--- config.mk ---
export PLATFORM = sky130hd
export DESIGN_NAME = tcce_front
export DESIGN_NICKNAME = d
export VERILOG_FILES = /design/src/design/tcce_pkg.sv /design/src/design/tcce_front.sv
export SDC_FILE = /design/constraint.sdc
export NUM_CORES = 1
export LEC_CHECK = 0
export BUFFER_PORTS_ARGS = -buffer_cell sky130_fd_sc_hd__buf_2
export CORE_UTILIZATION = 39
export DETAILED_ROUTE_END_ITERATION = 8
export MAX_ROUTING_LAYER = met4
export PLACE_DENSITY = 0.72
export SLEW_MARGIN = 30
export SYNTH_ARGS = -nofsm -noshare
export SYNTH_HDL_FRONTEND = slang
export SYNTH_SLANG_ARGS = --single-unit
--- constraint.sdc ---
create_clock -name i_clk -period 2.1 [get_ports i_clk]
set_clock_uncertainty 0.15 [all_clocks]
set_input_delay 0.21 -clock i_clk [delete_from_list [all_inputs] [get_ports i_clk]]
set_output_delay 0.21 -clock i_clk [all_outputs]
set_load 0.05 [all_outputs]
--- src/design/tcce_pkg.sv ---
// ----------------------------------------------------------------------------
// Text console character engine: shared package
// Screen geometry, operation codes, queue entry type and cell helpers.
// ----------------------------------------------------------------------------
package tcce_pkg;

    localparam int COLUMNS    = 80;
    localparam int ROWS       = 25;
    localparam int CELL_COUNT = COLUMNS * ROWS;
    localparam int COPY_COUNT = COLUMNS * (ROWS - 1);

    localparam int COL_W  = $clog2(COLUMNS);
    localparam int ROW_W  = $clog2(ROWS);
    localparam int IDX_W  = 11;
    localparam int CMD_W  = 2;
    localparam int BYTE_W = 8;
    localparam int CELL_W = 2 * BYTE_W;

    typedef logic [COL_W-1:0]  t_col;
    typedef logic [ROW_W-1:0]  t_row;
    typedef logic [IDX_W-1:0]  t_idx;
    typedef logic [BYTE_W-1:0] t_byte;
    typedef logic [CELL_W-1:0] t_cell;

    localparam t_col  LAST_COL   = t_col'(COLUMNS - 1);
    localparam t_row  LAST_ROW   = t_row'(ROWS - 1);
    localparam t_idx  LAST_CELL  = t_idx'(CELL_COUNT - 1);
    localparam t_idx  END_CELL   = t_idx'(CELL_COUNT);
    localparam t_idx  COPY_LAST  = t_idx'(COPY_COUNT - 1);
    localparam t_idx  ROW_STRIDE = t_idx'(COLUMNS);
    localparam t_cell BLANK_CELL = 16'h0700;
    localparam t_byte COLOUR_RST = 8'h07;

    // Host commands
    localparam logic [CMD_W-1:0] CMD_PUT   = 2'd0;
    localparam logic [CMD_W-1:0] CMD_CLEAR = 2'd1;
    localparam logic [CMD_W-1:0] CMD_READ  = 2'd2;

    // Control bytes
    localparam t_byte CHAR_NL = 8'h0A;
    localparam t_byte CHAR_BS = 8'h08;
    localparam t_byte CHAR_CR = 8'h0D;

    // Classified operations
    localparam int OP_W = 3;
    localparam logic [OP_W-1:0] OP_NOP       = 3'd0;
    localparam logic [OP_W-1:0] OP_PRINT     = 3'd1;
    localparam logic [OP_W-1:0] OP_NEWLINE   = 3'd2;
    localparam logic [OP_W-1:0] OP_BACKSPACE = 3'd3;
    localparam logic [OP_W-1:0] OP_CLEAR     = 3'd4;
    localparam logic [OP_W-1:0] OP_READ      = 3'd5;

    typedef struct packed {
        logic [OP_W-1:0] op;
        t_byte           char_code;
        t_byte           colour;
        t_idx            cell_index;
    } t_op;

    localparam int QDEPTH = 2;
    localparam int QPTR_W = $clog2(QDEPTH);
    localparam int QCNT_W = $clog2(QDEPTH + 1);

    function automatic t_idx cell_pos(input t_row row, input t_col col);
        return t_idx'(t_idx'(row) * ROW_STRIDE) + t_idx'(col);
    endfunction

endpackage

--- src/design/tcce_front.sv ---
// ----------------------------------------------------------------------------
// Text console front end
// Holds the colour register, accepts commands and classifies them into
// operations for the queue.
// ----------------------------------------------------------------------------
module tcce_front (
    input  logic                          i_clk,
    input  logic                          i_rst_n,
    input  logic                          i_cfg_wr_en,
    input  logic [tcce_pkg::BYTE_W-1:0]   i_cfg_wr_data,
    input  logic                          i_in_valid,
    output logic                          o_in_ready,
    input  logic [tcce_pkg::CMD_W-1:0]    i_cmd,
    input  logic [tcce_pkg::BYTE_W-1:0]   i_char_code,
    input  logic [tcce_pkg::IDX_W-1:0]    i_cell_index,
    input  logic                          i_init_busy,
    output logic                          o_push,
    output tcce_pkg::t_op                 o_op,
    input  logic                          i_q_ready
);

    logic          r_valid;
    tcce_pkg::t_op r_op;
    tcce_pkg::t_byte r_text_colour;
    tcce_pkg::t_op n_op;
    logic          accept;

    assign o_in_ready = !i_init_busy && (!r_valid || i_q_ready);
    assign accept     = i_in_valid && o_in_ready;
    assign o_push     = r_valid;
    assign o_op       = r_op;

    always_comb begin
        n_op.char_code  = i_char_code;
        n_op.colour     = r_text_colour;
        n_op.cell_index = i_cell_index;
        n_op.op         = tcce_pkg::OP_NOP;
        case (i_cmd)
            tcce_pkg::CMD_PUT: begin
                if (i_char_code == tcce_pkg::CHAR_CR) begin
                    n_op.op = tcce_pkg::OP_NOP;
                end else if (i_char_code == tcce_pkg::CHAR_NL) begin
                    n_op.op = tcce_pkg::OP_NEWLINE;
                end else if (i_char_code == tcce_pkg::CHAR_BS) begin
                    n_op.op = tcce_pkg::OP_BACKSPACE;
                end else begin
                    n_op.op = tcce_pkg::OP_PRINT;
                end
            end
            tcce_pkg::CMD_CLEAR: begin
                n_op.op = tcce_pkg::OP_CLEAR;
            end
            tcce_pkg::CMD_READ: begin
                if (i_cell_index < tcce_pkg::END_CELL) begin
                    n_op.op = tcce_pkg::OP_READ;
                end
            end
            default: begin
                n_op.op = tcce_pkg::OP_NOP;
            end
        endcase
    end

    always_ff @(posedge i_clk) begin
        if (!i_rst_n) begin
            r_valid       <= 1'b0;
            r_text_colour <= tcce_pkg::COLOUR_RST;
        end else begin
            if (i_cfg_wr_en) begin
                r_text_colour <= i_cfg_wr_data;
            end
            if (accept) begin
                r_valid <= 1'b1;
            end else if (i_q_ready) begin
                r_valid <= 1'b0;
            end
        end
    end

    always_ff @(posedge i_clk) begin
        if (accept) begin
            r_op <= n_op;
        end
    end

endmodule

==> results of run 1 <==
==> state kept, by name, indices dropped and copies added (netlist names) <==
signal,count
o_push,1
o_op,30
r_text_colour,8
==> timing repair <==
action	CTS	global route
buffers inserted	0	0
endpoints found under the hold margin	27	0
hold buffers	30	0
==> layer usage <==
layer | up-vias | global-route usage, %
li1 | 477 | -
met1 | 434 | 17.6
met2 | 54 | 29.5
met3 | 3 | 8.10
met4 | 0 | 4.87
met5 | - | -
==> logic make-up (layout without fill, tap and decap cells) <==
kind of cell,Yosys count,count (layout)
flops,39,39
compound gates,5,5
mux,9,9
buf+inv,1,104
simple gates,19,19
==> how the worst min path moves through the flow <==
stage	start	endpoint	slack [ns]	depth (start not counted)
2_1_floorplan	i_rst_n	r_text_colour[0]	0.12	1
3_3_place_gp	i_cell_index[3]	o_op[3]	0.24	1
3_5_place_dp	i_cell_index[0]	o_op[0]	0.24	1
4_1_cts	i_q_ready	o_push	0.0006	3
5_1_grt	i_cfg_wr_data[4]	r_text_colour[4]	0.01	3
6_report	i_cfg_wr_data[4]	r_text_colour[4]	0.01	3
==> layout by cell type (no fill, tap or decap), types with 2 or more instances in the layout <==
cell	instances
nand2_1	4
nand2b_1	2
nor2b_1	5
clkbuf_4	5
edfxtp_1	30
o21ai_0	2
dlygate4sd3_1	30
clkbuf_1	2
dfxtp_1	9
mux2i_1	9
buf_2	66
==> worst max-delay path: stages <==
cell and delay, ns:
dlygate4sd3_1 0.53, buf_2 0.13, or4b_1 0.51, nor3_2 0.15, nor4b_4 0.21
==> power by group through the flow <==
stage | logic (mW) | clock network, mW | registers, mW
5_1_grt | 0.266 | 0.400 | 0.885
4_1_cts | 0.248 | 0.365 | 0.881
6_report | 0.250 | 0.355 | 0.881
3_3_place_gp | 0.201 | 0 | 0.897
2_1_floorplan | 0.0421 | 0 | 0.990
3_5_place_dp | 0.205 | 0 | 0.899
==> layout make-up <==
cell class	instances	share of cell area [%]
tap	44	2.65
multi-input combinational	33	12.6
clock buffer	7	2.17
timing repair buffer	96	30.3
clock inverter	1	0.241
sequential	39	52.0
==> per-stage QoR <==
step	utilization [%]	cells	cell area (um2)	hold slack (ns)
after floorplan	-	73	1350	0.122
after global placement	54.8	182	1730	0.237
after detailed placement	54.8	182	1730	0.238
after CTS	65.9	220	2080	0.000608
after global routing	65.9	220	2080	0.0103
final	65.9	220	2080	0.0116
==> impl_metrics.ini, run 1 <==
[floorplan]
coreArea_mm2 = 0.00315
num_rows = 20
initial_core_util_pct = 42.6
dieArea_mm2 = 0.00368
fp.dieW_um = 60.7
fp.dieH_um = 60.7
ioPinCount = 67

[timing]
fin_crit_sh_pct = 81.9
max_freq_ghz = 0.581
tns_ns = 0
tightest_slew_ns = 0.386
timing.final.ws_setup_ns = 0.380
finalSetupViolCount = 0
relSlewSlack_pct = 74.2
final.min_clock_period_ns = 1.72
finalMaxSlewViolations = 0
finalHoldViolations = 0
grt_setup_unrepaired = false

[global_routing]
grt_pass1_vias = 952
overflow = 0
grt_pass1_wl_um = 4220
grt_max_degree = 31
antenna_found_initial = 0
grt_use_total_pct = 17.2

[run_status]
status = finished clean

[placed_design]
routabilityCongestion = 0.686
io_buffers = 66
pre_cts_ws_ns = 0.554

[drt]
wl_met3_um = 280
drtIter0Drc = 9
wl_met2_um = 1390
first_pass_iters = 4
vias_per_cell = 4.40
wirelength_um = 2790
wl_per_cell_um = 12.7
drc_errors = 0
vias = 968
wl_met1_um = 1100
ant_nets = 0
top_layer_used = met4

[worst_hold_path]
hp-class = in -> reg

[pwr]
p_leak_nw = 0.862
p_total_mw = 1.49
power.density_mw_per_mm2 = 715
p_sw_uw = 390
power_frac_comb_pct = 16.8
pwr-share-clk_pct = 23.9
p_seq_share_pct = 59.3
swShare_pct = 26.2
cell_internal_pwr_mw = 1.10
ir_worst_vdd_mv = 0.377

[yosys]
muxShareOfSynthArea_pct = 6.71
synth_ff_type = edfxtp_1
yosys-top-cells-count = edfxtp_1, dfxtp_1, mux2i_1
avgSynthCellArea_um2 = 18.4
yosys.area_share.adder_pct = 0
synth_top_area_share_pct = 67.1
synth_edf_count = 30
yosysSeqAreaShare_pct = 80.5
yosysTopAreaCell = edfxtp_1
synthDistinctLibCells = 18
synth_compound_gate_area_share_pct = 2.52
synthesis.nets = 108
synthCells = 73
synth_seq_cells = 39
synthXorXnorAreaFrac_pct = 0
yosys-top-cells-area = edfxtp_1, dfxtp_1, mux2i_1
yosysWarnings = 0
synth.most_common_cell = edfxtp_1
async_reset_ff_share_pct = 0
syn_area_mm2 = 0.00134
yosys.area_share.simple_pct = 9.88
synth_top_family_by_area = simple AND/OR/NAND/NOR gates

[worst_setup_path]
start_kind = primary input
crit_required_ns = 2.12
rrSetupSlack_ns = 0.65
r2r-start = o_push
startpoint = i_char_code[5]
critical_path.max_fanout = 2
rr_worst_depth = 3
endpoint = o_op[28]
arrival_ns = 1.74
worstSetupPathType = in -> reg
setup.worst_path.end_class = flop
crit-reg2reg-capture = o_op[25]

[clock_network]
clk_latency_ns = 0.33
cts_resized = 0
clk_path_buf_depth = 2
clkTransAtPathRegs_ns = 0.10
cts.htree.levels = 2
numClockSinks = 39
cts_buffers = 5
cts_tree = done
cts_root_buf = clkbuf_4

[cells_and_area]
fillers = 248
antenna_cells = 0
register_area_mm2 = 0.00108
nets = 210
drive_above_1_share_pct = 43.8
areaGrowthSynthToFinish_pct = 54.8
multi_input_area_um2 = 262

[flow_run]
max_cap_violations = 0
(Power assumes the default switching activity.)
==> inputs of run 2 (changes only) <==
PLACE_DENSITY = 0.75   (was 0.72)
clock period = 1.5 ns   (was 2.1 ns; I/O delays follow)
==> run 2 against run 1 <==
Against the previous run:
- non-clock buffer count increased by 9
- utilization increased by 5.5 points
- clock-buffer cell count decreased by 2
- clock power increased by 140%
- die area unchanged
- wire length increased by 6.2%
- largest cell class unchanged
==> impl_metrics.ini, run 2 (synthesis results as in run 1) <==
[drt]
vias_per_cell = 4.42
wirelength_um = 2960
drtIter0Drc = 28
vias = 1012
first_pass_iters = 4
drc_errors = 0
wl_per_cell_um = 12.9
ant_nets = 0

[global_routing]
grt_use_total_pct = 18.7
antenna_found_initial = 0
grt_pass1_vias = 1101
grt_pass1_wl_um = 4590
grt_max_degree = 31
overflow = 0

[worst_setup_path]
endpoint = r_text_colour[4]
crit_chain = dlygate4sd3_1 -> buf_2 -> mux2i_1 -> nor2b_1 -> dlygate4sd3_1
rr_worst_depth = 4
crit_required_ns = 1.59
crit-reg2reg-capture = o_op[18]
rrSetupSlack_ns = 0.06
cpMaxStageDelayCell = dlygate4sd3_1
worstSetupPathType = in -> reg
path_buf_inv = 3
startpoint = i_cfg_wr_data[4]
r2r-start = o_push
critical_path.max_fanout = 1
slowest_delay_ns = 0.56
crit_family = buffers and inverters
arrival_ns = 1.56
crit_top_cell = dlygate4sd3_1
setup.worst_path.end_class = flop
start_kind = primary input
cp.depth = 5

[timing]
grt_setup_unrepaired = false
final.min_clock_period_ns = 1.48
finalMaxSlewViolations = 0
max_freq_ghz = 0.677
worst_hold_slack_ns = 0.0694
fin_crit_sh_pct = 98.4
finalSetupViolCount = 0
tightest_slew_ns = 0.263
finalHoldViolations = 0
relSlewSlack_pct = 82.6

[pwr]
power.density_mw_per_mm2 = 1100
ir_worst_vdd_mv = 0.565
p_leak_nw = 0.944

[cells_and_area]
final_cell_mix = buf_2, dlygate4sd3_1, edfxtp_1
fillers = 242
nets = 219
areaGrowthSynthToFinish_pct = 67.8
finish.utilization_pct = 71.4
largest_reg_flops = 30
antenna_cells = 0
final_common_cell = buf_2
drive_above_1_share_pct = 44.9

[clock_network]
cts_buffers = 5
cts.htree.levels = 2
numClockSinks = 39
clk_latency_ns = 0.34
cts_root_buf = clkbuf_4
clk_path_buf_depth = 2
clkTransAtPathRegs_ns = 0.11
cts_tree = done

[placed_design]
io_buffers = 66
routabilityCongestion = 0.734

[floorplan]
num_rows = 20
initial_core_util_pct = 42.6
fp.dieH_um = 60.7
fp.dieW_um = 60.7
coreArea_mm2 = 0.00315
dieArea_mm2 = 0.00368
ioPinCount = 67

[worst_hold_path]
hp-class = in -> reg
hold_path_depth = 3

[flow_run]
max_cap_violations = 0

[run_status]
status = finished clean
## run 2: how the worst min path moves through the flow
stage / from / end / slack (ns)
after floorplan: i_rst_n / r_text_colour[0] / 0.06
after detailed placement: i_cell_index[1] / o_op[1] / 0.18
after global routing: i_cmd[1] / o_op[29] / 0.07
after CTS: i_cmd[1] / o_op[27] / 0.07
after global placement: i_cell_index[1] / o_op[1] / 0.18
final: i_cfg_wr_en / r_text_colour[2] / 0.07
## run 2: tightest hold or removal path: stages
cell and delay (ns):
buf_2 0.18, mux2i_1 0.15, nand2_1 0.06
## run 2: timing repair
item                       in CTS  in global routing
gates resized for setup         1                  5
setup buffers                   0                  0
pin swaps                       0                  0
hold endpoints to repair       30                  0
setup endpoints to repair       1                  6
hold buffers                   40                  0
## run 2: layer usage
metal	part of all wire, %	GRT usage (%)	up-vias
li1	-	-	497
met1	37	16.3	462
met4	0.68	9.74	0
met3	8.6	6.61	2
met2	54	34.7	51
met5	0	-	-
## run 2: power breakdown
group | internal, mW | total (mW) | switching (mW) | leakage (nW)
clock | 0.518 | 0.859 | 0.341 | 0.0514
sequential | 1.22 | 1.23 | 0.0157 | 0.353
combinational | 0.156 | 0.379 | 0.222 | 0.539
## run 2: final cells by class
class / instances / area, um2 / share of cell area [%]
Clock inverter: 3 / 67.6 / 3.00
Sequential cell: 39 / 1080 / 48.2
Multi-Input combinational cell: 33 / 273 / 12.1
Clock buffer: 5 / 37.5 / 1.67
Tap cell: 44 / 55.1 / 2.44
Timing Repair Buffer: 105 / 734 / 32.6
## run 2: per-stage QoR
stage               worst slack [ns]  cell area (um2)  TNS (ns)  total power, mW  instances
floorplan                     -0.205             1360     -6.14             1.45         73
global placement              0.0453             1760         0             1.55        184
detailed placement            0.0104             1760         0             1.56        184
CTS                           0.0368             2270         0             2.48        232
global route                  0.0109             2250         0             2.56        229
finish                        0.0235             2250         0             2.47        229
