File: config.mk
export PLATFORM = sky130hd
export DESIGN_NAME = tcce_queue
export DESIGN_NICKNAME = d
export VERILOG_FILES = /design/src/design/tcce_pkg.sv /design/src/design/tcce_queue.sv
export SDC_FILE = /design/constraint.sdc
export NUM_CORES = 1
export LEC_CHECK = 0
export ABC_AREA = 1
export BUFFER_PORTS_ARGS = -buffer_cell sky130_fd_sc_hd__buf_2
export CORE_MARGIN = 5
export CORE_UTILIZATION = 52
export DETAILED_ROUTE_END_ITERATION = 7
export PLACE_DENSITY_LB_ADDON = 0.1
export SYNTH_ARGS = -nofsm -noshare
export SYNTH_HDL_FRONTEND = slang
export SYNTH_SLANG_ARGS = --single-unit
File: constraint.sdc
create_clock -name i_clk -period 2.5 [get_ports i_clk]
set_input_delay 0.625 -clock i_clk [delete_from_list [all_inputs] [get_ports i_clk]]
set_output_delay 0.625 -clock i_clk [all_outputs]
set_load 0.02 [all_outputs]
File: src/design/tcce_pkg.sv
// ----------------------------------------------------------------------------
// Text console character engine: shared package
// Screen geometry, operation codes, queue entry type and cell helpers.
// ----------------------------------------------------------------------------
package tcce_pkg;

    localparam int COLUMNS    = 80;
    localparam int ROWS       = 25;
    localparam int CELL_COUNT = COLUMNS * ROWS;
    localparam int COPY_COUNT = COLUMNS * (ROWS - 1);

    localparam int COL_W  = $clog2(COLUMNS);
    localparam int ROW_W  = $clog2(ROWS);
    localparam int IDX_W  = 11;
    localparam int CMD_W  = 2;
    localparam int BYTE_W = 8;
    localparam int CELL_W = 2 * BYTE_W;

    typedef logic [COL_W-1:0]  t_col;
    typedef logic [ROW_W-1:0]  t_row;
    typedef logic [IDX_W-1:0]  t_idx;
    typedef logic [BYTE_W-1:0] t_byte;
    typedef logic [CELL_W-1:0] t_cell;

    localparam t_col  LAST_COL   = t_col'(COLUMNS - 1);
    localparam t_row  LAST_ROW   = t_row'(ROWS - 1);
    localparam t_idx  LAST_CELL  = t_idx'(CELL_COUNT - 1);
    localparam t_idx  END_CELL   = t_idx'(CELL_COUNT);
    localparam t_idx  COPY_LAST  = t_idx'(COPY_COUNT - 1);
    localparam t_idx  ROW_STRIDE = t_idx'(COLUMNS);
    localparam t_cell BLANK_CELL = 16'h0700;
    localparam t_byte COLOUR_RST = 8'h07;

    // Host commands
    localparam logic [CMD_W-1:0] CMD_PUT   = 2'd0;
    localparam logic [CMD_W-1:0] CMD_CLEAR = 2'd1;
    localparam logic [CMD_W-1:0] CMD_READ  = 2'd2;

    // Control bytes
    localparam t_byte CHAR_NL = 8'h0A;
    localparam t_byte CHAR_BS = 8'h08;
    localparam t_byte CHAR_CR = 8'h0D;

    // Classified operations
    localparam int OP_W = 3;
    localparam logic [OP_W-1:0] OP_NOP       = 3'd0;
    localparam logic [OP_W-1:0] OP_PRINT     = 3'd1;
    localparam logic [OP_W-1:0] OP_NEWLINE   = 3'd2;
    localparam logic [OP_W-1:0] OP_BACKSPACE = 3'd3;
    localparam logic [OP_W-1:0] OP_CLEAR     = 3'd4;
    localparam logic [OP_W-1:0] OP_READ      = 3'd5;

    typedef struct packed {
        logic [OP_W-1:0] op;
        t_byte           char_code;
        t_byte           colour;
        t_idx            cell_index;
    } t_op;

    localparam int QDEPTH = 2;
    localparam int QPTR_W = $clog2(QDEPTH);
    localparam int QCNT_W = $clog2(QDEPTH + 1);

    function automatic t_idx cell_pos(input t_row row, input t_col col);
        return t_idx'(t_idx'(row) * ROW_STRIDE) + t_idx'(col);
    endfunction

endpackage

File: src/design/tcce_queue.sv
// ----------------------------------------------------------------------------
// Text console operation queue
// Short FIFO between the front end and the cell engine.
// ----------------------------------------------------------------------------
module tcce_queue (
    input  logic          i_clk,
    input  logic          i_rst_n,
    input  logic          i_push,
    input  tcce_pkg::t_op i_op,
    output logic          o_ready,
    input  logic          i_pop,
    output logic          o_valid,
    output tcce_pkg::t_op o_op
);

    tcce_pkg::t_op                  r_data [tcce_pkg::QDEPTH];
    logic [tcce_pkg::QPTR_W-1:0]    r_wr_ptr;
    logic [tcce_pkg::QPTR_W-1:0]    r_rd_ptr;
    logic [tcce_pkg::QCNT_W-1:0]    r_count;
    logic                           do_push;
    logic                           do_pop;

    assign o_ready = (r_count != tcce_pkg::QCNT_W'(tcce_pkg::QDEPTH));
    assign o_valid = (r_count != '0);
    assign o_op    = r_data[r_rd_ptr];
    assign do_push = i_push && o_ready;
    assign do_pop  = i_pop && o_valid;

    always_ff @(posedge i_clk) begin
        if (!i_rst_n) begin
            r_wr_ptr <= '0;
            r_rd_ptr <= '0;
            r_count  <= '0;
        end else begin
            if (do_push) begin
                r_wr_ptr <= (r_wr_ptr == tcce_pkg::QPTR_W'(tcce_pkg::QDEPTH - 1)) ?
                            '0 : r_wr_ptr + 1'b1;
            end
            if (do_pop) begin
                r_rd_ptr <= (r_rd_ptr == tcce_pkg::QPTR_W'(tcce_pkg::QDEPTH - 1)) ?
                            '0 : r_rd_ptr + 1'b1;
            end
            if (do_push && !do_pop) begin
                r_count <= r_count + 1'b1;
            end else if (do_pop && !do_push) begin
                r_count <= r_count - 1'b1;
            end
        end
    end

    always_ff @(posedge i_clk) begin
        if (do_push) begin
            r_data[r_wr_ptr] <= i_op;
        end
    end

endmodule

==> results of run 1 <==
logic make-up after synthesis:
group                    share of synthesized area (%)
flip-flops                                        75.1
multiplexers                                      17.8
AND/OR/NAND/NOR                                   3.16
buffers and inverters                             2.52
AO/OA/AOI/OAI                                    0.890
adder cells (fa/ha/maj)                          0.494
worst max-delay path, delay by kind of cell (launching register included):
kind	cells	cell delay, ps
buffers and inverters	2	460
multiplexers	1	340
flip-flops	1	320
worst paths after layout:
kind / start / endpoint / slack, ps / cells past startpoint
worst max register to register: r_count[0] / r_data[0][4] / 1040 / 5
worst min-delay path: i_op[25] / r_data[0][25] / 480 / 1
worst min register to register: r_rd_ptr / register / 530 / 2
worst max-delay path: register / o_op[21] / 430 / 3
registers in the layout (all words and copies together) (netlist names), named ones only:
register / cells
r_count: 2
r_data: 60
r_rd_ptr: 1
r_wr_ptr: 1
power breakdown:
part	total, mW	switching (mW)	internal (mW)
Combinational	0.976	0.546	0.429
Sequential	1.43	0.0553	1.38
Clock	0.696	0.348	0.348
Total	3.11	0.950	2.16
per-layer routing:
metal  global-route usage (%)  up-vias  share of wire [%]
li1                         -      640                  -
met1                     15.4      633                 39
met2                     24.3       42                 53
met5                        0        -                  0
met4                     8.28        0                2.0
met3                     5.08        9                6.0
layout make-up:
cell class	instances	area, µm²	share of cell area (%)
Clock buffer	11	131	4.19
Tap cell	67	83.8	2.68
Clock inverter	5	22.5	0.719
Multi-Input combinational cell	54	581	18.5
Inverter	8	30.0	0.959
Timing Repair Buffer	69	380	12.1
Sequential cell	65	1900	60.8
cells in the final DEF (no fill, tap or decap):
| cell type | netlist | final |
|---|---|---|
| dfxtp_1 | 5 | 4 |
| buf_2 | 0 | 65 |
| inv_1 | 6 | 6 |
| nor2_4 | 0 | 2 |
| nand2_2 | 2 | 2 |
| clkbuf_8 | 0 | 9 |
| clkbuf_1 | 0 | 2 |
| nand4_1 | 1 | 1 |
| ha_1 | 1 | 1 |
| nor2_1 | 8 | 6 |
| nand3_1 | 1 | 1 |
| o21ai_0 | 2 | 2 |
| clkinv_1 | 0 | 2 |
| inv_2 | 2 | 2 |
| edfxtp_1 | 60 | 60 |
| a21oi_1 | 1 | 1 |
| mux2_4 | 30 | 30 |
| buf_4 | 0 | 2 |
| clkinv_2 | 0 | 3 |
| nand2_1 | 7 | 7 |
| buf_12 | 0 | 2 |
| o21a_1 | 1 | 1 |
| dfxtp_2 | 0 | 1 |
through the flow:
stage,power [mW],util (%),instance area (µm²)
3_3_place_gp,2.41,63.0,2980
3_5_place_dp,2.44,63.0,2980
6_report,3.11,66.3,3130
5_1_grt,3.27,66.3,3130
4_1_cts,3.15,66.3,3130
2_1_floorplan,2.16,-,2530
==> metrics.md, run 1 <==
| Metric | Value |
|---|---|
| Number of synthesized register bits | `65` |
| RSZ-0062 raised after global routing | `no` |
| Detailed Routing Iterations Pass 1 | `4` |
| Crit-path max FO | `17` |
| Vias in the first global route | `1445` |
| CTS resizes | `0` |
| Number of synthesized flops with an enable pin | `60` |
| Crit share post-route | `between 80 and 90%` |
| Sequence of cells on the critical path | `buf_4 > mux2_4 > buf_2` |
| Seq/Total Area, Yosys | `75.1%` |
| Post-route ant nets | `0` |
| Total grt overflow | `0` |
| Fin worst setup slack | `about 430 ps` |
| Commonest cells in the netlist | `60 x edfxtp_1, 30 x mux2_4, 8 x nor2_1` |
| Hold buffers post-CTS | `0` |
| Post-CTS Setup Bufs | `0` |
| Starting Density | `a little over half` |
| Worst Setup Start Kind | `register` |
| Clk_skew | `6.90 ps` |
| Final Setup Violations | `0` |
| Initial antenna violation count | `0` |
| Status | `finished, final reports clean` |
| Via count | `roughly 1300` |
| Fillcell total | `333` |
| Num ports | `66` |
| Max rail drop VDD | `0.000507 V` |
| Predominant post-synthesis flop cell | `edfxtp_1` |
| Wire per inst | `15.1 µm` |
| CTS tree | `yes` |
| Root Driver | `clkbuf_8` |
| Async SR Flop Fraction | `0%` |
| CTS buffer count | `9` |
| Critical path's slowest cell | `mux2_4` |
| Net count of the mapped netlist | `165` |
| Synthesis warning total | `0` |
| Port bufs | `65` |
| Crit path largest cell delay | `340 ps` |
| Detailed-route vias per instance | `approximately 4.7` |
| Top-area cell type share of the netlist area | `71.2%` |
| Worst hold slack | `~480 ps` |
| Inst Count DP | `263` |
| Worst Path Arrival | `1440 ps` |
| Synth area leaders | `edfxtp_1 71%, mux2_4 18%, dfxtp_1 4.0%` |
| Antenna Cells | `0` |
| Max frequency | `roughly 480 MHz` |
| Crit. End Element | `primary output` |
| Dpl ws | `772 ps` |
| Max-cap violations | `0` |
| Pin count of the biggest net entering global routing | `21` |
| Gr usage total | `14.3%` |
| Synth Instances | `130` |
| Hold WC Path Type | `in -> reg` |
| Most common cell in the netlist | `edfxtp_1` |
| Gp weighted congestion | `0.651` |
| Clock slew at the register clock pins of the worst setup and hold paths | `~70 ps` |
| Row cnt | `25` |
| Area Overhead vs Synth | `23.7%` |
| Tightest Pin Transition | `366 ps` |
| H-tree Lvls | `3` |
| Post-synth cell types | `15` |
| Die area | `between 6000 and 7000 µm²` |
| CORE AREA | `4720 µm²` |
| Setup TNS | `0 ps` |
| Final critical-path required period | `approximately 2100 ps` |
| Max-slew headroom | `75.6%` |
| Max Slew Vio Count | `0` |
| HPWL after detailed placement | `2980 µm` |
| Worst Path Required | `1880 ps` |
| Final wirelength | `4210 µm` |
| Mapped Area | `between 2000 and 3000 µm²` |
| Power Density | `992 nW/µm²` |
| Mean Syn Cell Area | `just under 20 µm²` |
| First-pass GRT wire length | `6560 µm` |
| Area leader, netlist | `edfxtp_1` |
| Count of non-filler cells in the finished layout | `279` |
| Setup CP Type | `reg -> out` |
| Die Span Y | `79.8 µm` |
| Clock Latency Late Sink | `330 ps` |
| Final net count | `242` |
| Final Hold Fails | `0` |
| Leakage | `roughly 1.3 nW` |
| Share of layout cells above drive strength 1 | `55.7%` |
| DRC | `0` |
| Bufs on Longest Clock Path | `2` |
| DIE WIDTH | `79.8 µm` |
| CTS sink cnt | `65` |
| Iter 0 DRT Violations | `56` |
(Power assumes the default switching activity.)
==> inputs of run 2 (changes only) <==
Settings changed: CORE_UTILIZATION 52 to 47.
Clock period 2.5 ns to 1.7 ns, I/O delays scaled along.
==> run 2 against run 1 <==
The flow now finishes with violations (setup timing); flip-flop and latch count stayed put; design area is 6.1% higher; hold slack worse by 190 ps; first-iteration DRC count is 30% lower; clock power is 67% higher; sequential power is 48% higher; clock skew hardly changed; global-route usage is 1.8 points lower; critical path type unchanged; highest routed layer unchanged.
==> metrics.md, run 2 (synthesis results as in run 1) <==
| Metric | Value |
|---|---|
| Setup CP Type | `reg -> out` |
| Worst hold slack | `288 ps (-194 ps)` |
| RSZ-0062 raised after global routing | `yes` |
| Tightest Pin Transition | `181 ps (-184 ps)` |
| Wire per inst | `15.2 µm (+0.85%)` |
| Total grt overflow | `0 (unchanged)` |
| Bufs on Longest Clock Path | `2 (unchanged)` |
| Die area | `6950 µm² (+9.3%)` |
| Pin count of the biggest net entering global routing | `31 (+48%)` |
| Hold WC Path Type | `in -> reg` |
| Root Driver | `clkbuf_8` |
| Detailed Routing Iterations Pass 1 | `4 (unchanged)` |
| Final net count | `242 (unchanged)` |
| Port bufs | `65 (unchanged)` |
| Worst Setup Start Kind | `register` |
| CTS tree | `yes` |
| CTS sink cnt | `65 (unchanged)` |
| Clk_skew | `7.09 ps (+0.193 ps)` |
| Worst path top cell family by delay | `flip-flops` |
| Gr usage total | `12.5% (-1.8 points)` |
| CP Buf/Inv Count | `2 (unchanged)` |
| Final Hold Fails | `0 (unchanged)` |
| DIE WIDTH | `83.4 µm (+4.5%)` |
| Area Overhead vs Synth | `31.2%` |
| CORE AREA | `5170 µm² (+9.5%)` |
| Gp weighted congestion | `0.680 (+4.5%)` |
| Leakage | `1.33 nW (+4.9%)` |
| Failing checks | `setup timing` |
| Max frequency | `568 MHz` |
| Clock slew at the register clock pins of the worst setup and hold paths | `70 ps (about the same)` |
| Worst Path Arrival | `1330 ps (-110 ps)` |
| CTS resizes | `1 (+1)` |
| Final Setup Violations | `30 (+30)` |
| Power Density | `1490 nW/µm² (+51%)` |
| Max-cap violations | `0 (unchanged)` |
| Biggest registers after layout | `r_data (60), r_count (2)` |
| Clock Latency Late Sink | `320 ps (about the same)` |
| Layout Utilization | `64.2% (-2.1 points)` |
| Detailed-route vias per instance | `4.82 (+1.5%)` |
| Initial antenna violation count | `0 (unchanged)` |
| Share of layout cells above drive strength 1 | `55.9% (+0.26 points)` |
| Iter 0 DRT Violations | `39 (-30%)` |
| Max Slew Vio Count | `0 (unchanged)` |
| Fin worst setup slack | `-59.7 ps (-492 ps)` |
| Most common cell after layout, fill and taps aside | `edfxtp_1` |
| Die Span Y | `83.4 µm (+4.5%)` |
| Largest register FFs | `60 (unchanged)` |
| Worst Path Required | `1270 ps (-610 ps)` |
| Post-route ant nets | `0 (unchanged)` |
| Fillcell total | `387 (+16%)` |
| Hold buffers post-CTS | `0 (unchanged)` |
| WL met3 | `315 µm (+25%)` |
| Largest Register | `r_data` |
| Starting Density | `48.9% (-4.7 points)` |
| Row cnt | `26 (+4.0%)` |
| Commonest cells after routing, fill and taps aside | `60 x edfxtp_1, 43 x buf_2, 30 x mux2_4, 22 x buf_6, 9 x clkbuf_8` |
| H-tree Lvls | `3 (unchanged)` |
| First-pass GRT wire length | `6560 µm (about the same)` |
| Post-CTS Setup Bufs | `0 (unchanged)` |
| Num ports | `66 (unchanged)` |
| Max-slew headroom | `87.9% (+12 points)` |
| Via count | `1354 (+2.3%)` |
| Crit path largest cell delay | `370 ps (+30 ps)` |
| Post-Route M1 WL | `1550 µm (-6.5%)` |
| Met2 wire length | `2340 µm (+5.9%)` |
| Crit. End Element | `primary output` |
| DRC | `0 (unchanged)` |
| Uppermost layer routed | `met4` |
| CTS buffer count | `9 (unchanged)` |
| Vias in the first global route | `1434 (-0.76%)` |
| Crit-path max FO | `16 (-1)` |
| Antenna Cells | `0 (unchanged)` |
| Final critical-path required period | `1760 ps` |
| Sequence of cells on the critical path | `buf_12 > mux2_4 > buf_2` |
| HPWL after detailed placement | `2960 µm (-0.67%)` |
| Status | `finished with violations` |
| Crit share post-route | `104%` |
| Max rail drop VDD | `0.000883 V (+74%)` |
| Critical path's slowest cell | `dfxtp_4` |
| Final wirelength | `4270 µm (+1.6%)` |
==> run 2: worst reg2reg max path: stages, from the launching register on <==
cell	delay, ps
dfxtp_1	410
nand2_2	90
nand2_2	140
inv_2	60
ha_1	320
inv_1	90
nand3_1	80
nand2_1	60
inv_1	40
nor2_1	110
==> run 2: area by class of cell <==
type	count	area, µm²	share of cell area, %
Clock buffer	10	128	3.84
Clock inverter	5	47.5	1.43
Inverter	8	30.0	0.904
Multi-Input combinational cell	54	581	17.5
Sequential cell	65	1910	57.4
Tap cell	70	87.6	2.64
Timing Repair Buffer	69	543	16.3
==> run 2: path summary, 6_finish.rpt <==
check	start	end	slack [ps]	cells past startpoint
worst max-delay path	register	o_op[7]	-60	3
worst min-delay path	i_op[1]	r_data[1][1]	290	1
worst max register to register	r_count[1]	r_count[1]	250	9
worst min register to register	r_rd_ptr	r_rd_ptr	500	2
==> run 2: power by group <==
| group | internal, mW | leakage (nW) | switching, mW |
|---|---|---|---|
| combinational | 0.839 | 0.640 | 0.843 |
| sequential | 2.03 | 0.602 | 0.0910 |
| clock | 0.654 | 0.0910 | 0.503 |
| total | 3.52 | 1.33 | 1.44 |
==> run 2: layer usage <==
metal | vias up | GRT usage [%]
met2 | 48 | 22.1
met3 | 6 | 5.74
li1 | 637 | -
met1 | 663 | 12.4
met5 | - | 0
met4 | 0 | 5.79
==> run 2: through the flow <==
step / TNS, ps / cells / worst slack (ps) / cell area (µm²) / total power, mW
6_report: -1130 / 281 / -59.7 / 3320 / 4.96
5_1_grt: -2790 / 281 / -115 / 3320 / 5.19
4_1_cts: -2390 / 281 / -94.9 / 3180 / 4.83
3_5_place_dp: 0 / 266 / 197 / 3010 / 3.65
3_3_place_gp: 0 / 266 / 265 / 3010 / 3.59
2_1_floorplan: -7640 / 130 / -127 / 2540 / 3.18
